**config.mk**
```make
export PLATFORM = sky130hd
export DESIGN_NAME = eiec_fetch
export DESIGN_NICKNAME = d
export VERILOG_FILES = /design/src/rtl/core/eiec_pkg.sv /design/src/rtl/core/eiec_fetch.sv
export SDC_FILE = /design/constraint.sdc
export NUM_CORES = 1
export LEC_CHECK = 0
export ABC_AREA = 1
export BUFFER_PORTS_ARGS = -buffer_cell sky130_fd_sc_hd__buf_2
export CORE_UTILIZATION = 51
export CTS_CLUSTER_SIZE = 8
export DETAILED_ROUTE_END_ITERATION = 8
export GPL_TIMING_DRIVEN = 0
export MAX_ROUTING_LAYER = met4
export PLACE_DENSITY_LB_ADDON = 0.25
export SYNTH_ARGS = -nofsm -noshare
export SYNTH_HDL_FRONTEND = slang
export SYNTH_SLANG_ARGS = --single-unit
```
**constraint.sdc**
```tcl
create_clock -name clock -period 4.11 [get_ports clock]
set_input_delay 0.822 -clock clock [delete_from_list [all_inputs] [get_ports clock]]
set_output_delay 0.822 -clock clock [all_outputs]
set_load 0.01 [all_outputs]
```
**src/rtl/core/eiec_pkg.sv**
```systemverilog
// ----------------------------------------------------------------------------
// ELF image extent check package
// Shared types, constants and header field locations for the extent checker.
// ----------------------------------------------------------------------------
`default_nettype none

package eiec_pkg;

   // Default store depth and reset value of the offset limit register.
   localparam int unsigned STORE_BYTES_DEF    = 65536;
   localparam logic [31:0] OFFSET_LIMIT_RESET = 32'd134217728;

   // Verdict codes.
   localparam logic [2:0] STAT_MATCHED   = 3'd0;
   localparam logic [2:0] STAT_NO_MATCH  = 3'd1;
   localparam logic [2:0] STAT_NEED_MORE = 3'd2;
   localparam logic [2:0] STAT_TRUNC_STR = 3'd3;
   localparam logic [2:0] STAT_TRUNC_IMG = 3'd4;
   localparam logic [2:0] STAT_OVERFLOW  = 3'd5;

   // Signature bytes 7F 'E' 'L' 'F' read as one big-endian word.
   localparam logic [31:0] ELF_MAGIC = 32'h7F454C46;

   // Header field steps.
   localparam logic [3:0] STEP_MAGIC = 4'd0;
   localparam logic [3:0] STEP_CLASS = 4'd1;
   localparam logic [3:0] STEP_DATA  = 4'd2;
   localparam logic [3:0] STEP_TYPE  = 4'd3;
   localparam logic [3:0] STEP_MACH  = 4'd4;
   localparam logic [3:0] STEP_ENTRY = 4'd5;
   localparam logic [3:0] STEP_POFF  = 4'd6;
   localparam logic [3:0] STEP_SOFF  = 4'd7;
   localparam logic [3:0] STEP_HSIZE = 4'd8;
   localparam logic [3:0] STEP_PES   = 4'd9;
   localparam logic [3:0] STEP_PC    = 4'd10;
   localparam logic [3:0] STEP_SES   = 4'd11;
   localparam logic [3:0] STEP_SC    = 4'd12;

   typedef struct packed {
      logic [7:0] data_byte;
      logic       last;
      logic       final_chunk;
   } req_type;

   typedef struct packed {
      logic [2:0]  status;
      logic [16:0] length;
      logic        is_64bit;
      logic        big_endian;
      logic [15:0] machine;
      logic [15:0] file_type;
      logic [15:0] program_count;
      logic [15:0] section_count;
      logic [63:0] entry_address;
   } rsp_type;

   typedef enum logic [3:0] {
      SEQ_IDLE,
      SEQ_JUDGE,
      SEQ_IDENT,
      SEQ_HDR,
      SEQ_HCHK,
      SEQ_TBL,
      SEQ_TSIZE,
      SEQ_THELD,
      SEQ_ENT_OFS,
      SEQ_ENT_SZ,
      SEQ_FINAL,
      SEQ_DONE
   } seq_state_type;

   // Request from the sequencer to the field fetch unit.
   typedef struct packed {
      logic       start;
      logic [3:0] nbytes;
      logic       be;
   } fetch_req_type;

   // Field fetch unit completion.
   typedef struct packed {
      logic        done;
      logic [63:0] value;
   } fetch_rsp_type;

   typedef struct packed {
      logic [5:0] addr;
      logic [3:0] nbytes;
   } fld_loc_type;

   // Location and size of a header field for the given step.
   function automatic fld_loc_type hdr_loc(input logic [3:0] step, input logic is64);
      fld_loc_type loc;
      loc = '{addr: 6'd0, nbytes: 4'd1};
      case (step)
         STEP_MAGIC: loc = '{addr: 6'd0, nbytes: 4'd4};
         STEP_CLASS: loc = '{addr: 6'd4, nbytes: 4'd1};
         STEP_DATA:  loc = '{addr: 6'd5, nbytes: 4'd1};
         STEP_TYPE:  loc = '{addr: 6'd16, nbytes: 4'd2};
         STEP_MACH:  loc = '{addr: 6'd18, nbytes: 4'd2};
         STEP_ENTRY: loc = '{addr: 6'd24, nbytes: is64 ? 4'd8 : 4'd4};
         STEP_POFF:  loc = '{addr: is64 ? 6'd32 : 6'd28, nbytes: is64 ? 4'd8 : 4'd4};
         STEP_SOFF:  loc = '{addr: is64 ? 6'd40 : 6'd32, nbytes: is64 ? 4'd8 : 4'd4};
         STEP_HSIZE: loc = '{addr: is64 ? 6'd52 : 6'd40, nbytes: 4'd2};
         STEP_PES:   loc = '{addr: is64 ? 6'd54 : 6'd42, nbytes: 4'd2};
         STEP_PC:    loc = '{addr: is64 ? 6'd56 : 6'd44, nbytes: 4'd2};
         STEP_SES:   loc = '{addr: is64 ? 6'd58 : 6'd46, nbytes: 4'd2};
         STEP_SC:    loc = '{addr: is64 ? 6'd60 : 6'd48, nbytes: 4'd2};
         default:    loc = '{addr: 6'd0, nbytes: 4'd1};
      endcase
      return loc;
   endfunction

endpackage

`default_nettype wire

```
**src/rtl/core/eiec_fetch.sv**
```systemverilog
// ----------------------------------------------------------------------------
// ELF image extent check field fetch unit
// Reads a field of one to eight bytes from the store, one byte per cycle,
// and assembles it in little- or big-endian order.
// ----------------------------------------------------------------------------
`default_nettype none

module eiec_fetch #(
   parameter int unsigned STORE_BYTES = 65536
) (
   input  wire logic                                    clock,
   input  wire logic                                    reset,
   input  wire eiec_pkg::fetch_req_type                 fetch_req,
   input  wire logic [$clog2(STORE_BYTES)-1:0]          base_addr,
   output logic                                         rd_en,
   output logic      [$clog2(STORE_BYTES)-1:0]          rd_addr,
   input  wire logic [7:0]                              rd_data,
   output eiec_pkg::fetch_rsp_type                      fetch_rsp
);

   import eiec_pkg::*;

   localparam int unsigned AW = $clog2(STORE_BYTES);

   logic          busy_ff, busy_in;
   logic          pend_ff, pend_in;
   logic [3:0]    issue_ff, issue_in;
   logic [3:0]    cap_ff, cap_in;
   logic [3:0]    nb_ff, nb_in;
   logic          be_ff, be_in;
   logic [AW-1:0] base_ff, base_in;
   logic [63:0]   acc_ff, acc_in;
   logic [3:0]    byte_off;
   logic          last_cap;

   // Big-endian fields are read upward, little-endian ones downward, so the
   // accumulator always shifts the most significant byte in first.
   assign byte_off = be_ff ? issue_ff : (nb_ff - 4'd1 - issue_ff);
   assign rd_en    = busy_ff && (issue_ff < nb_ff);
   assign rd_addr  = base_ff + AW'(byte_off);
   assign last_cap = pend_ff && (cap_ff == (nb_ff - 4'd1));

   assign fetch_rsp.done  = last_cap;
   assign fetch_rsp.value = {acc_ff[55:0], rd_data};

   // Issue and capture control.
   always_comb begin
      busy_in  = busy_ff;
      pend_in  = rd_en;
      issue_in = rd_en ? issue_ff + 4'd1 : issue_ff;
      cap_in   = cap_ff;
      nb_in    = nb_ff;
      be_in    = be_ff;
      base_in  = base_ff;
      acc_in   = acc_ff;
      if (pend_ff) begin
         acc_in = {acc_ff[55:0], rd_data};
         cap_in = cap_ff + 4'd1;
      end
      if (last_cap) begin
         busy_in = 1'b0;
      end
      if (fetch_req.start) begin
         busy_in  = 1'b1;
         issue_in = 4'd0;
         cap_in   = 4'd0;
         nb_in    = fetch_req.nbytes;
         be_in    = fetch_req.be;
         base_in  = base_addr;
         acc_in   = 64'd0;
      end
   end

   always_ff @(posedge clock) begin
      if (reset) begin
         busy_ff <= 1'b0;
         pend_ff <= 1'b0;
      end else begin
         busy_ff <= busy_in;
         pend_ff <= pend_in;
      end
      issue_ff <= issue_in;
      cap_ff   <= cap_in;
      nb_ff    <= nb_in;
      be_ff    <= be_in;
      base_ff  <= base_in;
      acc_ff   <= acc_in;
   end

endmodule

`default_nettype wire

```
==> results of run 1 <==
-- Yosys cell counts, types with 4 or more instances --
library cell and number:
inv_2 4, ha_1 14, nand3_1 15, o21ai_0 54, dfxtp_1 66, nor3_1 4
a21oi_1 13, nand4_1 5, edfxtp_1 21, inv_1 27, xor2_1 12, buf_4 12
nand2_2 4, nor2_1 121, o21ai_1 7, nand2_1 50, clkbuf_1 13
-- tightest hold or removal path, cell delays in order (launching register included) --
cell     delay, ns
dfxtp_1       0.32
nand2_1       0.06
a21oi_1       0.05
-- layout make-up --
type / count / area [µm²]
buffer: 29 / 165
clock buffer: 12 / 166
clock inverter: 4 / 58.8
fill: 634 / 2360
inverter: 32 / 120
multi-input combinational: 312 / 1690
sequential: 87 / 1950
tap: 99 / 124
timing repair buffer: 119 / 611
-- layout by cell type (no fill, tap or decap), types with 2 or more instances in the layout --
master | netlist | layout
a21oi_1 | 13 | 12
buf_2 | 3 | 116
buf_4 | 12 | 18
clkbuf_1 | 13 | 14
clkbuf_8 | 0 | 10
dfxtp_1 | 66 | 66
edfxtp_1 | 21 | 21
fa_1 | 2 | 2
ha_1 | 14 | 11
ha_4 | 0 | 3
inv_1 | 27 | 25
inv_2 | 4 | 6
nand2_1 | 50 | 41
nand2_2 | 4 | 9
nand2_4 | 0 | 4
nand3_1 | 15 | 13
nand3_2 | 0 | 2
nand4_1 | 5 | 5
nor2_1 | 121 | 118
nor2_2 | 1 | 4
nor3_1 | 4 | 4
o21ai_0 | 54 | 54
o21ai_1 | 7 | 7
xor2_1 | 12 | 12
xor2_2 | 3 | 3
-- sequential cells by signal, summed over array words and instances (netlist names) --
register and flops:
acc_ff 56, base_ff 16, cap_ff 4, issue_ff 4, nb_ff 4, be_ff 1, busy_ff 1, pend_ff 1
-- logic make-up (layout without fill, tap and decap cells) --
logic type,Yosys count,in the layout,share of synthesized area [%]
AOI/OAI and AO/OA,77,77,10.3
adders and majority gates,16,16,5.62
xor gates and xnor gates,15,15,4.02
buffers and inverters,61,196,7.45
DFF,87,87,51.0
and+or+nand+nor,204,204,21.6
-- power groups by stage --
stage / Sequential [mW] / Clock [mW] / Combinational [mW]
floorplan: 1.01 / 0 / 0.197
global placement: 1.00 / 0 / 0.330
detailed placement: 1.00 / 0 / 0.339
CTS: 0.982 / 0.660 / 0.349
global route: 0.991 / 0.692 / 0.432
finish: 0.983 / 0.647 / 0.380
-- worst max path at each step --
stage / start / to / slack (ns) / cells after the start
after floorplan: nb_ff[0]$_DFFE_PP_ / rd_addr[10] / 0.55 / 19
after global placement: nb_ff[0]$_DFFE_PP_ / rd_addr[14] / 0.26 / 20
after global routing: nb_ff[1]$_DFFE_PP_ / rd_addr[10] / -0.15 / 21
final: nb_ff[1]$_DFFE_PP_ / rd_addr[14] / 0.09 / 20
after detailed placement: nb_ff[0]$_DFFE_PP_ / rd_addr[14] / 0.21 / 20
after CTS: nb_ff[0]$_DFFE_PP_ / rd_addr[14] / 0.03 / 21
-- layer usage --
metal | GRT usage [%] | part of all wire (%)
met5 | - | 0
met4 | 5.28 | 0.52
met3 | 6.44 | 5.9
met2 | 37.7 | 50
met1 | 27.2 | 44
-- stage by stage --
| stage | util [%] | std cells | setup slack [ns] | total power, mW | area (µm²) |
|---|---|---|---|---|---|
| 6_report | 67.4 | 694 | 0.0855 | 2.01 | 4890 |
| 5_1_grt | 67.4 | 694 | -0.150 | 2.11 | 4890 |
| 4_1_cts | 65.9 | 689 | 0.0270 | 1.99 | 4780 |
| 3_5_place_dp | 62.3 | 672 | 0.210 | 1.34 | 4520 |
| 3_3_place_gp | 62.3 | 672 | 0.255 | 1.33 | 4520 |
| 2_1_floorplan | - | 460 | 0.548 | 1.21 | 3830 |
-- timing repair --
item	in CTS	in global routing
endpoints found under the setup margin	10	10
resized for setup	3	22
pin swaps	0	15
setup buffers	1	5
==> impl_metrics.ini, run 1 <==
[run_status]
status = finished, final reports clean

[synthesis]
synthArstFlopShare_pct = 0
ys.flop_type = dfxtp_1
yosysWarningCount = 0
synth.avg_cell_area_um2 = 8.32
synth_area_leaders = dfxtp_1 35%, edfxtp_1 16%, nor2_1 12%
synth_area_mm2 = 0.00383
syn_inst = 460
synth_nets = 508
yosys.area.top_type_share_pct = 34.5
synth_top_area_cell = dfxtp_1
synth.ff_latch_count = 87
yosysSeqAreaShare_pct = 51.0
ys_types = 30
synth_edf_count = 21

[place]
gp_congestion = 0.826
numPortBuffers = 113
dp_hpwl_um = 6120

[grt]
grt.total_usage_pct = 22.6
grt_pass1_vias = 2913
grt-ovfl-total = 0
grt_max_degree = 28
antenna_found_initial = 0
grt_pass1_wl_um = 13200

[setup_path]
cp_slowest_stage_delay_ns = 0.43
reg2reg_depth = 8
worstPathRequired_ns = 3.29
cpMaxStageDelayCell = edfxtp_1
critPathCaptureType = primary output
crit_type = register to primary output
critPathLaunchType = register
arrival_ns = 3.20
regToRegStartpoint = issue_ff[1]$_SDFFE_PP0P_
crit_top_cell = nand2_2
timing.rr.end = issue_ff[2]$_SDFFE_PP0P_
path_buf_inv = 4
critical_path.max_fanout = 6
reg2reg_slack_ns = 2.48
crit_family = simple AND/OR/NAND/NOR gates
path_cells = inv_2 > ha_4 > inv_2 > nand2_2 > nand2_2 > ha_4 > a21o_1 > nor2_2 > or2_1 > nand3_1 > nand2_1 > nand2_2 > ha_4 > nand3_2 > nand2_2 > and3_1 > buf_6 > nand2_4 > xor2_2 > buf_2

[cells_and_area]
nets = 638
drive_gt1_share_pct = 30.9
antennaDiodeCount = 0
syn_to_final_growth_pct = 27.7

[min_path]
hold-path-cell-count = 2
whs_endpoint = busy_ff$_SDFFE_PP0P_
worstHoldStart = busy_ff$_SDFFE_PP0P_
hp-class = register to register

[timing]
min_period_ns = 4.02
setup_viol = 0
worst_pin_slew_ns = 0.588
grt_setup_unrepaired = yes
fin_setup_tns_ns = 0
hold_viol = 0
hold_ws_ns = 0.465
fmax_mhz = 248
slew_viol_final = 0
relSlewSlack_pct = 60.8
skew_ns = 0.00466
post-route-period-util_pct = 97.9

[clock_tree]
cts_root_buf = clkbuf_8
clock_latency_ns = 0.35
holdBufCountCts = 0
clk_pin_slew_ns = 0.09
cts_tree = yes
cts_buffer_depth = 2
cts_num_sinks = 87
numCtsBuffers = 9
htreeDepth = 3

[routing]
drtIter0Drc = 102
viasPerCell = 4.91
drt-total-wl_um = 8720
first_pass_iters = 4
final_antenna_net_count = 0
drcViolationCount = 0
via_count = 3405
wl_per_cell_um = 12.6

[power_and_ir_drop]
clkPwrFrac_pct = 32.2
p_leak_nw = 2.49
ir_drop_v = 0.000344
swShare_pct = 28.2
power.internal_mw = 1.44
power_frac_seq_pct = 48.9
switching_power_mw = 0.567
p_comb_share_pct = 18.9
powerDensity_mw_per_mm2 = 411

[die]
start_util_pct = 52.8
coreArea_mm2 = 0.00725
die_area_mm2 = 0.00786
die_h_um = 88.6
rows = 31
ios = 114
die_w_um = 88.6

[flow_run]
maxCapViolCount = 0
(Power assumes the default switching activity.)
==> run 2: changes to the inputs <==
Settings changed: MAX_ROUTING_LAYER met4 to unset.
==> impl_metrics.ini, run 2 (synthesized netlist as in run 1, its figures left out) <==
[routing]
via_count = 3415
final_antenna_net_count = 0
first_pass_iters = 4
viasPerCell = 4.92
drtIter0Drc = 91
wl_per_cell_um = 12.6
drt-total-wl_um = 8750
drcViolationCount = 0

[setup_path]
crit_type = register to primary output
arrival_ns = 3.20
critical_path.max_fanout = 6
critPathLaunchType = register
reg2reg_depth = 8
worstPathRequired_ns = 3.29
critPathCaptureType = primary output

[grt]
grt_pass1_vias = 2923
grt_max_degree = 28
grt_pass1_wl_um = 13200
grt.total_usage_pct = 22.0
grt-ovfl-total = 0
antenna_found_initial = 0

[timing]
grt_setup_unrepaired = yes
skew_ns = 0.00518
fmax_mhz = 248
relSlewSlack_pct = 59.4
worst_pin_slew_ns = 0.609
post-route-period-util_pct = 98.0
fin_setup_tns_ns = 0
setup_viol = 0
hold_viol = 0
setup_ws_ns = 0.0834
slew_viol_final = 0
min_period_ns = 4.03

[clock_tree]
htreeDepth = 3
clock_latency_ns = 0.35
cts_buffer_depth = 2
cts_num_sinks = 87
cts_tree = yes
numCtsBuffers = 9
clk_pin_slew_ns = 0.08
cts_root_buf = clkbuf_8

[die]
rows = 31
die_area_mm2 = 0.00786
ios = 114
die_w_um = 88.6
coreArea_mm2 = 0.00725
die_h_um = 88.6
start_util_pct = 52.8

[cells_and_area]
final_cell_mix = 118 x nor2_1, 116 x buf_2, 66 x dfxtp_1
antennaDiodeCount = 0
syn_to_final_growth_pct = 27.7
drive_gt1_share_pct = 30.9
multi_input_area_mm2 = 0.00169
regMostFlops = acc_ff
top_regs = acc_ff x56, base_ff x16
seqCellArea_mm2 = 0.00195
mostFrequentLayoutCell = nor2_1
fill_cells = 634
largest_reg_flops = 56
fin_area_mm2 = 0.00489
nets = 638

[place]
place_ws_ns = 0.210
numPortBuffers = 113
place_area_mm2 = 0.00452
dp_hpwl_um = 6120
gp_congestion = 0.814

[power_and_ir_drop]
powerDensity_mw_per_mm2 = 412
ir_drop_v = 0.000344
p_total_mw = 2.01
p_leak_nw = 2.49

[min_path]
hold-path-cell-count = 2
hp-class = register to register

[run_status]
status = finished, final reports clean

[flow_run]
maxCapViolCount = 0
-- run 2: area by class of cell --
cell class	count	share of cell area [%]
clock inverter	4	1.20
timing repair buffer	119	12.5
sequential	87	39.9
buffer	29	3.38
multi-input combinational	312	34.6
clock buffer	12	3.40
tap	99	2.53
inverter	32	2.46
-- run 2: layer usage --
metal | GRT usage [%] | up-vias | share of wire (%)
li1 | - | 1732 | -
met1 | 26.6 | 1574 | 44
met2 | 37.6 | 101 | 49
met3 | 7.37 | 8 | 6.0
met4 | 5.28 | 0 | 1.2
met5 | 0 | - | 0
-- run 2: worst paths after layout --
path	start	end	slack [ns]
min reg2reg	busy_ff$_SDFFE_PP0P_	busy_ff$_SDFFE_PP0P_	0.47
max reg2reg	issue_ff[1]$_SDFFE_PP0P_	issue_ff[2]$_SDFFE_PP0P_	2.47
min	busy_ff$_SDFFE_PP0P_	busy_ff$_SDFFE_PP0P_	0.47
max	nb_ff[1]$_DFFE_PP_	rd_addr[14]	0.08
-- run 2: metrics by stage --
| step | util [%] | hold slack [ns] | std cells |
|---|---|---|---|
| floorplan | - | 0.434 | 460 |
| global placement | 62.3 | 0.452 | 672 |
| CTS | 65.9 | 0.466 | 689 |
| global route | 67.4 | 0.494 | 694 |
| detailed placement | 62.3 | 0.452 | 672 |
| finish | 67.4 | 0.465 | 694 |
-- run 2: critical path, stage by stage (launching register included) --
cell	delay (ns)
edfxtp_1	0.43
inv_2	0.11
ha_4	0.15
inv_2	0.04
nand2_2	0.06
nand2_2	0.08
ha_4	0.25
a21o_1	0.17
nor2_2	0.11
or2_1	0.12
nand3_1	0.07
nand2_1	0.08
nand2_2	0.08
ha_4	0.31
nand3_2	0.09
nand2_2	0.08
and3_1	0.16
buf_6	0.14
nand2_4	0.05
xor2_2	0.16
buf_2	0.13
-- run 2: timing repair --
action / in CTS / in global routing
pin swaps: 0 / 15
resized for setup: 3 / 22
hold buffers: 0 / 0
setup endpoints to repair: 10 / 10
setup buffers: 1 / 5
-- run 2: where the power goes --
part           switching (mW)  internal [mW]  leakage (nW)
Combinational           0.218          0.163          1.63
Clock                   0.307          0.343         0.114
Sequential             0.0456          0.937         0.746
Total                   0.570           1.44          2.49
==> run 3: changes to the inputs <==
Settings changed: REMOVE_ABC_BUFFERS set to 1.
==> impl_metrics.ini, run 3 (synthesized netlist as in run 1, its figures left out) <==
[cells_and_area]
mostFrequentLayoutCell = nor2_1
final_cell_mix = 118 x nor2_1, 113 x buf_2, 65 x dfxtp_1
largest_reg_flops = 56
regMostFlops = acc_ff
nets = 609
drive_gt1_share_pct = 29.7
stdcell_count = 664
antennaDiodeCount = 0
seqCellArea_mm2 = 0.00195
top_regs = acc_ff x56, base_ff x16
fill_cells = 632
multi_input_area_mm2 = 0.00168
finish.utilization_pct = 64.6
syn_to_final_growth_pct = 22.4

[power_and_ir_drop]
p_leak_nw = 2.35
ir_drop_v = 0.000235
powerDensity_mw_per_mm2 = 410

[timing]
fmax_mhz = 251
worst_pin_slew_ns = 1.02
slew_viol_final = 0
min_period_ns = 3.98
skew_ns = 0.0127
grt_setup_unrepaired = yes
setup_viol = 0
relSlewSlack_pct = 32.1
post-route-period-util_pct = 96.9
hold_ws_ns = 0.478
hold_viol = 0

[grt]
grt-ovfl-total = 0
grt_max_degree = 63
grt_pass1_vias = 2862
grt_pass1_wl_um = 12200
grt.total_usage_pct = 19.9
antenna_found_initial = 0

[clock_tree]
cts_root_buf = clkbuf_8
cts_buffer_depth = 2
cts_tree = yes
clk_pin_slew_ns = 0.09
cts_num_sinks = 87
clock_latency_ns = 0.35
numCtsBuffers = 9
htreeDepth = 3

[place]
numPortBuffers = 113
gp_congestion = 0.827
place_inst = 643
dp_hpwl_um = 5070

[flow_run]
maxCapViolCount = 0

[routing]
drtIter0Drc = 113
viasPerCell = 4.97
final_antenna_net_count = 0
wl_per_cell_um = 11.8
drcViolationCount = 0
drt-total-wl_um = 7800
first_pass_iters = 4
via_count = 3299

[min_path]
hp-class = register to register

[setup_path]
worstPathRequired_ns = 3.29
critPathLaunchType = register
arrival_ns = 3.16
critical_path.max_fanout = 6
crit_type = register to primary output
critPathCaptureType = primary output

[die]
die_h_um = 88.6
start_util_pct = 52.8
rows = 31
die_w_um = 88.6
coreArea_mm2 = 0.00725
ios = 114
die_area_mm2 = 0.00786

[run_status]
status = finished, final reports clean
## run 3: cell count changes in the layout (fill, tap and decap cells not counted), moves of 2 or more
cell | before | now
nand2_4 | 4 | 1
buf_4 | 18 | 6
nand2_2 | 9 | 12
nand3_1 | 13 | 15
nand3_2 | 2 | 0
buf_2 | 116 | 113
clkbuf_1 | 14 | 0
## run 3: layer usage
metal	global-route usage, %	share of wire (%)	vias up
met3	7.56	5.7	9
met4	5.57	1.0	0
li1	-	-	1675
met2	34.8	48	93
met1	22.7	45	1522
met5	0	0	-
## run 3: timing repair
action,CTS,global route
pin swaps,0,14
hold endpoints to repair,0,0
endpoints found under the setup margin,10,11
hold buffers,0,0
gates resized for setup,3,19
setup buffers,2,4
## run 3: layout make-up
| type | count | share of cell area, % |
|---|---|---|
| clock inverters | 5 | 1.04 |
| inverters | 32 | 2.56 |
| multi-input cells | 312 | 35.9 |
| clock buffers | 10 | 3.18 |
| well taps | 99 | 2.64 |
| flip-flops and latches | 87 | 41.7 |
| repair buffers | 119 | 13.0 |
## run 3: worst max-delay path: stages (launching register included)
cell and delay [ns]:
edfxtp_1 0.40, inv_1 0.14, ha_4 0.15, inv_2 0.03, nand2_2 0.06, nand2_2 0.08, ha_4 0.25, a21o_1 0.18
nor2_2 0.11, or2_1 0.12, nand3_1 0.06, nand2_1 0.07, nand2_2 0.08, ha_4 0.30, nand3_1 0.11, nand2_2 0.09
and3_4 0.22, nand2_2 0.07, xor2_2 0.13, buf_2 0.13
## run 3: per-stage QoR
step | setup TNS (ns) | area (µm²) | setup slack [ns] | power, mW
6_report | 0 | 4690 | 0.126 | 1.92
5_1_grt | -0.644 | 4690 | -0.0868 | 2.04
4_1_cts | 0 | 4580 | 0.00941 | 1.92
3_5_place_dp | 0 | 4350 | 0.153 | 1.32
3_3_place_gp | 0 | 4350 | 0.212 | 1.31
2_1_floorplan | 0 | 3660 | 0.564 | 1.19
## run 3: worst paths after layout
kind | from | end | slack (ns) | cells past startpoint
setup reg to reg | pend_ff$_SDFF_PP0_ | cap_ff[1]$_SDFFE_PP0P_ | 1.90 | 3
hold reg to reg | busy_ff$_SDFFE_PP0P_ | busy_ff$_SDFFE_PP0P_ | 0.48 | 2
setup / recovery | nb_ff[1]$_DFFE_PP_ | rd_addr[10] | 0.13 | 19
hold / removal | busy_ff$_SDFFE_PP0P_ | busy_ff$_SDFFE_PP0P_ | 0.48 | 2
## run 3: power by group
part	switching (mW)	total, mW	internal (mW)
registers	0.0515	0.989	0.937
clock network	0.314	0.580	0.266
logic	0.201	0.354	0.153
total	0.566	1.92	1.36
