### src/rtl/core/eiec_pkg.sv
// ----------------------------------------------------------------------------
// ELF image extent check package
// Shared types, constants and header field locations for the extent checker.
// ----------------------------------------------------------------------------
`default_nettype none

package eiec_pkg;

   // Default store depth and reset value of the offset limit register.
   localparam int unsigned STORE_BYTES_DEF    = 65536;
   localparam logic [31:0] OFFSET_LIMIT_RESET = 32'd134217728;

   // Verdict codes.
   localparam logic [2:0] STAT_MATCHED   = 3'd0;
   localparam logic [2:0] STAT_NO_MATCH  = 3'd1;
   localparam logic [2:0] STAT_NEED_MORE = 3'd2;
   localparam logic [2:0] STAT_TRUNC_STR = 3'd3;
   localparam logic [2:0] STAT_TRUNC_IMG = 3'd4;
   localparam logic [2:0] STAT_OVERFLOW  = 3'd5;

   // Signature bytes 7F 'E' 'L' 'F' read as one big-endian word.
   localparam logic [31:0] ELF_MAGIC = 32'h7F454C46;

   // Header field steps.
   localparam logic [3:0] STEP_MAGIC = 4'd0;
   localparam logic [3:0] STEP_CLASS = 4'd1;
   localparam logic [3:0] STEP_DATA  = 4'd2;
   localparam logic [3:0] STEP_TYPE  = 4'd3;
   localparam logic [3:0] STEP_MACH  = 4'd4;
   localparam logic [3:0] STEP_ENTRY = 4'd5;
   localparam logic [3:0] STEP_POFF  = 4'd6;
   localparam logic [3:0] STEP_SOFF  = 4'd7;
   localparam logic [3:0] STEP_HSIZE = 4'd8;
   localparam logic [3:0] STEP_PES   = 4'd9;
   localparam logic [3:0] STEP_PC    = 4'd10;
   localparam logic [3:0] STEP_SES   = 4'd11;
   localparam logic [3:0] STEP_SC    = 4'd12;

   typedef struct packed {
      logic [7:0] data_byte;
      logic       last;
      logic       final_chunk;
   } req_type;

   typedef struct packed {
      logic [2:0]  status;
      logic [16:0] length;
      logic        is_64bit;
      logic        big_endian;
      logic [15:0] machine;
      logic [15:0] file_type;
      logic [15:0] program_count;
      logic [15:0] section_count;
      logic [63:0] entry_address;
   } rsp_type;

   typedef enum logic [3:0] {
      SEQ_IDLE,
      SEQ_JUDGE,
      SEQ_IDENT,
      SEQ_HDR,
      SEQ_HCHK,
      SEQ_TBL,
      SEQ_TSIZE,
      SEQ_THELD,
      SEQ_ENT_OFS,
      SEQ_ENT_SZ,
      SEQ_FINAL,
      SEQ_DONE
   } seq_state_type;

   // Request from the sequencer to the field fetch unit.
   typedef struct packed {
      logic       start;
      logic [3:0] nbytes;
      logic       be;
   } fetch_req_type;

   // Field fetch unit completion.
   typedef struct packed {
      logic        done;
      logic [63:0] value;
   } fetch_rsp_type;

   typedef struct packed {
      logic [5:0] addr;
      logic [3:0] nbytes;
   } fld_loc_type;

   // Location and size of a header field for the given step.
   function automatic fld_loc_type hdr_loc(input logic [3:0] step, input logic is64);
      fld_loc_type loc;
      loc = '{addr: 6'd0, nbytes: 4'd1};
      case (step)
         STEP_MAGIC: loc = '{addr: 6'd0, nbytes: 4'd4};
         STEP_CLASS: loc = '{addr: 6'd4, nbytes: 4'd1};
         STEP_DATA:  loc = '{addr: 6'd5, nbytes: 4'd1};
         STEP_TYPE:  loc = '{addr: 6'd16, nbytes: 4'd2};
         STEP_MACH:  loc = '{addr: 6'd18, nbytes: 4'd2};
         STEP_ENTRY: loc = '{addr: 6'd24, nbytes: is64 ? 4'd8 : 4'd4};
         STEP_POFF:  loc = '{addr: is64 ? 6'd32 : 6'd28, nbytes: is64 ? 4'd8 : 4'd4};
         STEP_SOFF:  loc = '{addr: is64 ? 6'd40 : 6'd32, nbytes: is64 ? 4'd8 : 4'd4};
         STEP_HSIZE: loc = '{addr: is64 ? 6'd52 : 6'd40, nbytes: 4'd2};
         STEP_PES:   loc = '{addr: is64 ? 6'd54 : 6'd42, nbytes: 4'd2};
         STEP_PC:    loc = '{addr: is64 ? 6'd56 : 6'd44, nbytes: 4'd2};
         STEP_SES:   loc = '{addr: is64 ? 6'd58 : 6'd46, nbytes: 4'd2};
         STEP_SC:    loc = '{addr: is64 ? 6'd60 : 6'd48, nbytes: 4'd2};
         default:    loc = '{addr: 6'd0, nbytes: 4'd1};
      endcase
      return loc;
   endfunction

endpackage

`default_nettype wire

### src/rtl/core/eiec_seq.sv
// ----------------------------------------------------------------------------
// ELF image extent check sequencer
// Loads candidate bytes, then steps through the header and both tables with
// the shared field fetch unit and one shared adder for table and segment ends.
// ----------------------------------------------------------------------------
`default_nettype none

module eiec_seq #(
   parameter int unsigned STORE_BYTES = 65536
) (
   input  wire logic                                clock,
   input  wire logic                                reset,
   input  wire logic                                req_valid,
   output logic                                     req_stall,
   input  wire eiec_pkg::req_type                   req_data,
   output logic                                     rsp_valid,
   input  wire logic                                rsp_stall,
   output eiec_pkg::rsp_type                        rsp_data,
   input  wire logic                                csr_wr_en,
   input  wire logic [31:0]                         csr_wr_data,
   output logic                                     wr_en,
   output logic      [$clog2(STORE_BYTES)-1:0]      wr_addr,
   output logic      [7:0]                          wr_data,
   output eiec_pkg::fetch_req_type                  fetch_req,
   output logic      [$clog2(STORE_BYTES)-1:0]      fetch_addr,
   input  wire eiec_pkg::fetch_rsp_type             fetch_rsp
);

   import eiec_pkg::*;

   localparam int unsigned AW = $clog2(STORE_BYTES);
   localparam int unsigned HW = AW + 1;

   seq_state_type state_ff, state_in;
   logic [HW-1:0] held_ff, held_in;
   logic          ovf_ff, ovf_in;
   logic          fin_ff, fin_in;
   logic [31:0]   limit_ff, limit_in;
   logic          issued_ff, issued_in;
   logic [3:0]    step_ff, step_in;
   logic [7:0]    cls_ff, cls_in;
   logic          is64_ff, is64_in;
   logic          be_ff, be_in;
   logic [15:0]   ftype_ff, ftype_in;
   logic [15:0]   mach_ff, mach_in;
   logic [63:0]   entry_ff, entry_in;
   logic [31:0]   poff_ff, poff_in;
   logic [31:0]   soff_ff, soff_in;
   logic          off_bad_ff, off_bad_in;
   logic [15:0]   hb_ff, hb_in;
   logic [15:0]   pes_ff, pes_in;
   logic [15:0]   pc_ff, pc_in;
   logic [15:0]   ses_ff, ses_in;
   logic [15:0]   sc_ff, sc_in;
   logic          tbl_ff, tbl_in;
   logic [31:0]   tsize_ff, tsize_in;
   logic [HW-1:0] h_ff, h_in;
   logic [15:0]   idx_ff, idx_in;
   logic [31:0]   fo_ff, fo_in;
   logic [32:0]   furthest_ff, furthest_in;
   logic [2:0]    status_ff, status_in;
   logic [16:0]   len_ff, len_in;
   logic          facts_ff, facts_in;
   logic          rsp_valid_ff, rsp_valid_in;
   rsp_type       rsp_ff, rsp_in;

   logic          accept;
   logic [32:0]   held_x;
   logic [15:0]   cnt;
   logic [15:0]   esz;
   logic [31:0]   toff;
   logic [5:0]    need;
   logic [5:0]    ofs_at;
   logic [5:0]    sz_at;
   logic [6:0]    hsz;
   logic [32:0]   sum;
   logic [32:0]   sum_a;
   logic [32:0]   sum_b;
   logic          val_big;
   fld_loc_type   loc;

   assign accept    = req_valid && !req_stall;
   assign req_stall = (state_ff != SEQ_IDLE);
   assign held_x    = 33'(held_ff);

   assign wr_en   = accept && (held_ff < HW'(STORE_BYTES));
   assign wr_addr = held_ff[AW-1:0];
   assign wr_data = req_data.data_byte;

   // Per-table geometry.
   assign cnt    = tbl_ff ? sc_ff : pc_ff;
   assign esz    = tbl_ff ? ses_ff : pes_ff;
   assign toff   = tbl_ff ? soff_ff : poff_ff;
   assign need   = is64_ff ? 6'd40 : (tbl_ff ? 6'd24 : 6'd20);
   assign ofs_at = is64_ff ? (tbl_ff ? 6'd24 : 6'd8) : (tbl_ff ? 6'd16 : 6'd4);
   assign sz_at  = is64_ff ? 6'd32 : (tbl_ff ? 6'd20 : 6'd16);
   assign hsz    = is64_ff ? 7'd64 : 7'd52;
   assign loc    = hdr_loc(step_ff, is64_ff);

   // Shared adder: table end in the table check, segment or section end otherwise.
   assign sum_a   = (state_ff == SEQ_THELD) ? 33'(toff) : 33'(fo_ff);
   assign sum_b   = (state_ff == SEQ_THELD) ? 33'(tsize_ff) : 33'(fetch_rsp.value[31:0]);
   assign sum     = sum_a + sum_b;
   assign val_big = fetch_rsp.value > 64'(limit_ff);

   // Field fetch addressing.
   always_comb begin
      fetch_req.be     = be_ff;
      fetch_req.nbytes = loc.nbytes;
      fetch_addr       = AW'(loc.addr);
      if (state_ff == SEQ_IDENT) begin
         fetch_req.be = 1'b1;
      end
      if (state_ff == SEQ_ENT_OFS) begin
         fetch_req.nbytes = is64_ff ? 4'd8 : 4'd4;
         fetch_addr       = AW'(h_ff + HW'(ofs_at));
      end
      if (state_ff == SEQ_ENT_SZ) begin
         fetch_req.nbytes = is64_ff ? 4'd8 : 4'd4;
         fetch_addr       = AW'(h_ff + HW'(sz_at));
      end
      fetch_req.start = !issued_ff &&
                        (state_ff == SEQ_IDENT || state_ff == SEQ_HDR ||
                         state_ff == SEQ_ENT_OFS || state_ff == SEQ_ENT_SZ);
   end

   // Next state and datapath.
   always_comb begin
      state_in     = state_ff;
      held_in      = held_ff;
      ovf_in       = ovf_ff;
      fin_in       = fin_ff;
      limit_in     = csr_wr_en ? csr_wr_data : limit_ff;
      issued_in    = issued_ff;
      step_in      = step_ff;
      cls_in       = cls_ff;
      is64_in      = is64_ff;
      be_in        = be_ff;
      ftype_in     = ftype_ff;
      mach_in      = mach_ff;
      entry_in     = entry_ff;
      poff_in      = poff_ff;
      soff_in      = soff_ff;
      off_bad_in   = off_bad_ff;
      hb_in        = hb_ff;
      pes_in       = pes_ff;
      pc_in        = pc_ff;
      ses_in       = ses_ff;
      sc_in        = sc_ff;
      tbl_in       = tbl_ff;
      tsize_in     = tsize_ff;
      h_in         = h_ff;
      idx_in       = idx_ff;
      fo_in        = fo_ff;
      furthest_in  = furthest_ff;
      status_in    = status_ff;
      len_in       = len_ff;
      facts_in     = facts_ff;
      rsp_valid_in = rsp_valid_ff && rsp_stall;
      rsp_in       = rsp_ff;

      if (fetch_req.start) begin
         issued_in = 1'b1;
      end
      if (fetch_rsp.done) begin
         issued_in = 1'b0;
      end

      case (state_ff)
         // Load one beat into the store, or flag an overflow when it is full; a last beat starts the judgment.
         SEQ_IDLE: begin
            if (accept) begin
               if (held_ff < HW'(STORE_BYTES)) begin
                  held_in = held_ff + HW'(1);
               end else begin
                  ovf_in = 1'b1;
               end
               if (req_data.last) begin
                  fin_in   = req_data.final_chunk;
                  state_in = SEQ_JUDGE;
               end
            end
         end

         SEQ_JUDGE: begin
            furthest_in = 33'd0;
            facts_in    = 1'b0;
            len_in      = 17'd0;
            step_in     = STEP_MAGIC;
            off_bad_in  = 1'b0;
            if (ovf_ff) begin
               status_in = STAT_OVERFLOW;
               state_in  = SEQ_DONE;
            end else if (held_x < 33'd16) begin
               status_in = fin_ff ? STAT_TRUNC_STR : STAT_NEED_MORE;
               state_in  = SEQ_DONE;
            end else begin
               state_in = SEQ_IDENT;
            end
         end

         // Signature, class and byte order, then a check that the whole header is held.
         SEQ_IDENT: begin
            if (fetch_rsp.done) begin
               step_in = step_ff + 4'd1;
               if (step_ff == STEP_MAGIC) begin
                  if (fetch_rsp.value[31:0] != ELF_MAGIC) begin
                     status_in = STAT_NO_MATCH;
                     state_in  = SEQ_DONE;
                  end
               end else if (step_ff == STEP_CLASS) begin
                  cls_in = fetch_rsp.value[7:0];
               end else begin
                  is64_in = (cls_ff == 8'd2);
                  be_in   = (fetch_rsp.value[7:0] == 8'd2);
                  if ((cls_ff != 8'd1 && cls_ff != 8'd2) ||
                      (fetch_rsp.value[7:0] != 8'd1 && fetch_rsp.value[7:0] != 8'd2)) begin
                     status_in = STAT_NO_MATCH;
                     state_in  = SEQ_DONE;
                  end else if (held_x < ((cls_ff == 8'd2) ? 33'd64 : 33'd52)) begin
                     status_in = fin_ff ? STAT_TRUNC_STR : STAT_NEED_MORE;
                     state_in  = SEQ_DONE;
                  end else begin
                     step_in  = STEP_TYPE;
                     state_in = SEQ_HDR;
                  end
               end
            end
         end

         // Header fields.
         SEQ_HDR: begin
            if (fetch_rsp.done) begin
               step_in = step_ff + 4'd1;
               case (step_ff)
                  STEP_TYPE:  ftype_in = fetch_rsp.value[15:0];
                  STEP_MACH:  mach_in  = fetch_rsp.value[15:0];
                  STEP_ENTRY: entry_in = fetch_rsp.value;
                  STEP_POFF: begin
                     poff_in = fetch_rsp.value[31:0];
                     if (val_big) begin
                        off_bad_in = 1'b1;
                     end
                  end
                  STEP_SOFF: begin
                     soff_in = fetch_rsp.value[31:0];
                     if (val_big) begin
                        off_bad_in = 1'b1;
                     end
                  end
                  STEP_HSIZE: hb_in  = fetch_rsp.value[15:0];
                  STEP_PES:   pes_in = fetch_rsp.value[15:0];
                  STEP_PC:    pc_in  = fetch_rsp.value[15:0];
                  STEP_SES:   ses_in = fetch_rsp.value[15:0];
                  STEP_SC:    sc_in  = fetch_rsp.value[15:0];
                  default:    ftype_in = ftype_ff;
               endcase
               if (step_ff == STEP_SC) begin
                  state_in = SEQ_HCHK;
               end
            end
         end

         SEQ_HCHK: begin
            tbl_in = 1'b0;
            if (hb_ff < 16'(hsz) || off_bad_ff) begin
               status_in = STAT_NO_MATCH;
               state_in  = SEQ_DONE;
            end else begin
               furthest_in = 33'(hb_ff);
               state_in    = SEQ_TBL;
            end
         end

         // Start of a table walk.
         SEQ_TBL: begin
            idx_in = 16'd0;
            if (cnt == 16'd0) begin
               if (tbl_ff) begin
                  state_in = SEQ_FINAL;
               end else begin
                  tbl_in = 1'b1;
               end
            end else if (esz < 16'(need)) begin
               status_in = STAT_NO_MATCH;
               state_in  = SEQ_DONE;
            end else begin
               state_in = SEQ_TSIZE;
            end
         end

         SEQ_TSIZE: begin
            tsize_in = cnt * esz;
            state_in = SEQ_THELD;
         end

         // The whole table must be held.
         SEQ_THELD: begin
            if (sum > held_x) begin
               status_in = fin_ff ? STAT_TRUNC_STR : STAT_NEED_MORE;
               state_in  = SEQ_DONE;
            end else begin
               if (sum > furthest_ff) begin
                  furthest_in = sum;
               end
               h_in     = HW'(toff);
               state_in = SEQ_ENT_OFS;
            end
         end

         SEQ_ENT_OFS: begin
            if (fetch_rsp.done) begin
               fo_in = fetch_rsp.value[31:0];
               if (val_big) begin
                  status_in = STAT_NO_MATCH;
                  state_in  = SEQ_DONE;
               end else begin
                  state_in = SEQ_ENT_SZ;
               end
            end
         end

         // Segment or section end, then on to the next entry.
         SEQ_ENT_SZ: begin
            if (fetch_rsp.done) begin
               if (val_big) begin
                  status_in = STAT_NO_MATCH;
                  state_in  = SEQ_DONE;
               end else begin
                  if (sum > furthest_ff) begin
                     furthest_in = sum;
                  end
                  idx_in = idx_ff + 16'd1;
                  h_in   = h_ff + HW'(esz);
                  if (idx_ff == cnt - 16'd1) begin
                     idx_in = 16'd0;
                     if (tbl_ff) begin
                        state_in = SEQ_FINAL;
                     end else begin
                        tbl_in   = 1'b1;
                        state_in = SEQ_TBL;
                     end
                  end else begin
                     state_in = SEQ_ENT_OFS;
                  end
               end
            end
         end

         SEQ_FINAL: begin
            facts_in = 1'b1;
            state_in = SEQ_DONE;
            if (furthest_ff > held_x) begin
               if (fin_ff) begin
                  status_in = STAT_TRUNC_IMG;
                  len_in    = held_x[16:0];
               end else begin
                  status_in = STAT_NEED_MORE;
               end
            end else begin
               status_in = STAT_MATCHED;
               len_in    = furthest_ff[16:0];
            end
         end

         // Hand the verdict to the output register once it is free.
         SEQ_DONE: begin
            if (!rsp_valid_ff || !rsp_stall) begin
               rsp_valid_in         = 1'b1;
               rsp_in.status        = status_ff;
               rsp_in.length        = len_ff;
               rsp_in.is_64bit      = facts_ff && is64_ff;
               rsp_in.big_endian    = facts_ff && be_ff;
               rsp_in.machine       = facts_ff ? mach_ff : 16'd0;
               rsp_in.file_type     = facts_ff ? ftype_ff : 16'd0;
               rsp_in.program_count = facts_ff ? pc_ff : 16'd0;
               rsp_in.section_count = facts_ff ? sc_ff : 16'd0;
               rsp_in.entry_address = facts_ff ? entry_ff : 64'd0;
               if (status_ff != STAT_NEED_MORE) begin
                  held_in = '0;
                  ovf_in  = 1'b0;
               end
               state_in = SEQ_IDLE;
            end
         end

         default: state_in = SEQ_IDLE;
      endcase
   end

   always_ff @(posedge clock) begin
      if (reset) begin
         state_ff     <= SEQ_IDLE;
         held_ff      <= '0;
         ovf_ff       <= 1'b0;
         limit_ff     <= OFFSET_LIMIT_RESET;
         issued_ff    <= 1'b0;
         rsp_valid_ff <= 1'b0;
         furthest_ff  <= 33'd0;
         idx_ff       <= 16'd0;
      end else begin
         state_ff     <= state_in;
         held_ff      <= held_in;
         ovf_ff       <= ovf_in;
         limit_ff     <= limit_in;
         issued_ff    <= issued_in;
         rsp_valid_ff <= rsp_valid_in;
         furthest_ff  <= furthest_in;
         idx_ff       <= idx_in;
      end
      fin_ff     <= fin_in;
      step_ff    <= step_in;
      cls_ff     <= cls_in;
      is64_ff    <= is64_in;
      be_ff      <= be_in;
      ftype_ff   <= ftype_in;
      mach_ff    <= mach_in;
      entry_ff   <= entry_in;
      poff_ff    <= poff_in;
      soff_ff    <= soff_in;
      off_bad_ff <= off_bad_in;
      hb_ff      <= hb_in;
      pes_ff     <= pes_in;
      pc_ff      <= pc_in;
      ses_ff     <= ses_in;
      sc_ff      <= sc_in;
      tbl_ff     <= tbl_in;
      tsize_ff   <= tsize_in;
      h_ff       <= h_in;
      fo_ff      <= fo_in;
      status_ff  <= status_in;
      len_ff     <= len_in;
      facts_ff   <= facts_in;
      rsp_ff     <= rsp_in;
   end

   assign rsp_valid = rsp_valid_ff;
   assign rsp_data  = rsp_ff;

endmodule

`default_nettype wire

### config.mk
export PLATFORM = sky130hd
export DESIGN_NAME = eiec_seq
export DESIGN_NICKNAME = d
export VERILOG_FILES = /design/src/rtl/core/eiec_pkg.sv /design/src/rtl/core/eiec_seq.sv
export SDC_FILE = /design/constraint.sdc
export NUM_CORES = 2
export LEC_CHECK = 0
export BUFFER_PORTS_ARGS = -buffer_cell sky130_fd_sc_hd__buf_2
export CAP_MARGIN = 40
export CORE_MARGIN = 5
export CORE_UTILIZATION = 50
export DETAILED_ROUTE_END_ITERATION = 6
export PLACE_DENSITY = 0.78
export SETUP_SLACK_MARGIN = 0.2
export SLEW_MARGIN = 20
export SYNTH_ARGS = -nofsm -noshare
export SYNTH_HDL_FRONTEND = slang
export SYNTH_SLANG_ARGS = --single-unit
### constraint.sdc
create_clock -name clock -period 10.51 [get_ports clock]
set_clock_uncertainty 0.2 [all_clocks]
set_input_delay 1.5765 -clock clock [delete_from_list [all_inputs] [get_ports clock]]
set_output_delay 1.5765 -clock clock [all_outputs]
set_load 0.01 [all_outputs]
==> results.sh <==
export IMPL_antenna_found_initial=5
export IMPL_p_comb_frac=0.564
export IMPL_slew_viol_final=0
export IMPL_die_w_um=288
export IMPL_path_delay_family="adder cells"
export IMPL_path_buf_inv=5
export IMPL_p_int_mw=7.32
export IMPL_dr_pass1_iters=6
export IMPL_pin_count=311
export IMPL_startpoint_type="flop"
export IMPL_drtIter0Drc=2552
export IMPL_rsz0062_at_grt="false"
export IMPL_ctsRootBufferMaster="clkbuf_16"
export IMPL_synthArstFlopShare=0
export IMPL_synth_net_count=4161
export IMPL_drc=0
export IMPL_cts_buffers=61
export IMPL_drive_above_1_share=0.145
export IMPL_fillers=6452
export IMPL_period_needed_ps=8410
export IMPL_yosys_register_bits=613
export IMPL_drv_cap=0
export IMPL_crit_fanout=11
export IMPL_cts_max_level=2
export IMPL_synthTopCellsByArea="edfxtp_1 (39%), fa_1 (10%), ha_1 (8.8%)"
export IMPL_dpl_cell_area_mm2=0.0416
export IMPL_ctsLongestPathBuffers=3
export IMPL_grt_pass1_vias=27500
export IMPL_crit_start="tbl_ff"
export IMPL_place_congestion=0.971
export IMPL_yosysUniqueCellTypes=89
export IMPL_cts_resized=0
export IMPL_postCtsSetupRepairBufs=0
export IMPL_hp_start="len_ff[11]"
export IMPL_ys_warn_count=0
export IMPL_worstSetupEndpointType="flop"
export IMPL_p_per_area_mw_per_mm2=283
export IMPL_slew_headroom=0.390
export IMPL_fin_setup_tns_ps=0
export IMPL_post_drt_wl_per_cell_um=21.9
export IMPL_swShare=0.408
export IMPL_routed_via_density=5.75
export IMPL_cpMostUsedCell="fa_1"
export IMPL_pwr_share_seq=0.260
export IMPL_areaGrowthSynthToFinish_pct=12.9
export IMPL_max_stage_delay_ps=660
export IMPL_arrival_ps=8590
export IMPL_io_buffers=294
export IMPL_grt_max_degree=98
export IMPL_vias=28600
export IMPL_grt_overflow_total=0
export IMPL_fin_area_mm2=0.0437
export IMPL_worstSkewPairLatency_ps=660
export IMPL_syn_avg_cell_area_um2=10.8
export IMPL_start_util=0.502
export IMPL_final_nets=4459
export IMPL_setup_viol=0
export IMPL_leakage_nw=18.0
export IMPL_cts_clk_slew_worst_paths_ps=60
export IMPL_synth_ff_type="edfxtp_1"
export IMPL_rows=102
export IMPL_total_power_mw=12.4
export IMPL_ir_drop_mv=0.631
export IMPL_seq_area_mm2=0.0174
export IMPL_ys_seq_area_frac=0.448
export IMPL_outcome="completed"
export IMPL_hold_violations=0
export IMPL_reg2reg_slack_ps=2100
export IMPL_worst_pin_slew_ps=915
export IMPL_syn_inst=3581
export IMPL_cts_tree="done"
export IMPL_syn_area_mm2=0.0387
export IMPL_clock_sinks=613
export IMPL_critPathKind="reg -> reg"
export IMPL_placed_cells=4852
export IMPL_grt_use_total=0.256
export IMPL_grt_pass1_wl_mm=164
export IMPL_cp_slowest_cell="mux2i_1"
export IMPL_fin_crit_sh=0.800
export IMPL_cts_hold_buffers=0
export IMPL_final_util=0.567
export IMPL_multi_input_area_mm2=0.0193
export IMPL_synth_edf_count=508
export IMPL_synth_top_cell_by_area="edfxtp_1"
export IMPL_die_h_um=288
export IMPL_hold_path_class="reg -> reg"
export IMPL_clock_fmax_mhz=119
export IMPL_drt_total_wl_mm=109
export IMPL_power_switching_mw=5.05
export IMPL_dieArea_mm2=0.0831
export IMPL_dp_hpwl_mm=81.3
export IMPL_postRouteAntennaNets=0
export IMPL_synth_top_cell_area_share=0.394
export IMPL_stdcell_count=4971
export IMPL_r2r_start="tbl_ff"
export IMPL_fp_coreArea_mm2=0.0771
export IMPL_critPathRequiredTime_ps=10700
export IMPL_clkPwrFrac=0.176
-- cell usage after synthesis, types with 100 or more instances --
master and instances:
mux2i_1 131, ha_1 271, fa_1 197, nor2_1 340, and2_1 146, a21oi_1 128, clkbuf_1 100, o21ai_0 106
nand2_1 323, edfxtp_1 508, inv_1 360, dfxtp_1 105
-- layout by cell type, fill, tap and decap left out, types with 10 or more instances in the layout --
cell         n
a211oi_1    30
dfxtp_1    105
buf_4       75
nand2b_1    21
fa_1       197
or3_1       25
mux2i_1    130
nor2_1     338
clkbuf_1    10
o21ai_0    106
o211ai_1    32
and3_1      37
and2_1     145
nor2b_1     26
nand3_1     48
o31ai_1     11
inv_1      360
a22oi_1     19
edfxtp_1   508
clkbuf_16   62
buf_2      298
a21oi_1    126
o21a_1      24
nand2_1    322
clkinv_2    15
ha_1       271
mux2_2      46
nor3_1      48
o21bai_1    10
nor3b_1     11
a31oi_1     41
clkinv_1    10
xor2_1      34
a21o_1      49
xnor2_1     95
nand4_1     40
nor4_1      35
-- flip-flops by register name, indices dropped and copies added (netlist names), 32 cells and up --
signal,cells
entry_ff,64
fo_ff,32
furthest_ff,33
limit_ff,32
poff_ff,32
rsp_data,150
soff_ff,32
tsize_ff,32
-- power by group through the flow --
stage / Clock [mW] / Sequential [mW] / Combinational [mW]
floorplan: 0 / 3.25 / 5.37
global route: 2.30 / 3.23 / 7.90
detailed placement: 0 / 3.27 / 6.95
CTS: 2.20 / 3.22 / 7.01
global placement: 0 / 3.28 / 6.73
finish: 2.17 / 3.22 / 6.98
-- final cells by class --
| type | count | share of cell area |
|---|---|---|
| multi-input cells | 2450 | 0.442 |
| repair buffers | 387 | 0.0529 |
| diodes | 1 | 0.0000573 |
| flip-flops and latches | 613 | 0.397 |
| clock buffers | 77 | 0.0379 |
| well taps | 1040 | 0.0298 |
| inverters | 366 | 0.0314 |
| clock inverters | 37 | 0.00819 |
-- layer usage --
metal  track usage  vias to the layer above  part of all wire
met4         0.111                        2             0.050
met5             0                        -           0.00012
met1         0.326                    13900              0.38
met2         0.432                     1303              0.49
li1              -                    13100                 -
met3        0.0466                      286             0.081
-- kinds of logic after synthesis --
kind of cell / count (synthesis) / share of synthesized area
buf+inv: 518 / 0.0537
flops: 613 / 0.448
simple gates: 1140 / 0.141
fa+ha+maj: 469 / 0.190
mux: 180 / 0.0481
xor+xnor: 129 / 0.0292
compound gates: 532 / 0.0896
-- worst paths after layout --
check / end / cells past startpoint
setup reg to reg: tsize_ff[30] / 25
setup / recovery: tsize_ff[30] / 25
hold reg to reg: rsp_data[141] / 0
hold / removal: rsp_data[141] / 0
-- through the flow --
| step | hold WS [ps] | setup slack, ps |
|---|---|---|
| finish | 217 | 2100 |
| global route | 224 | 1760 |
| detailed placement | 205 | 1720 |
| CTS | 219 | 1740 |
| floorplan | 200 | 642 |
| global placement | 201 | 1990 |
Power figures use the tool's default switching activity.
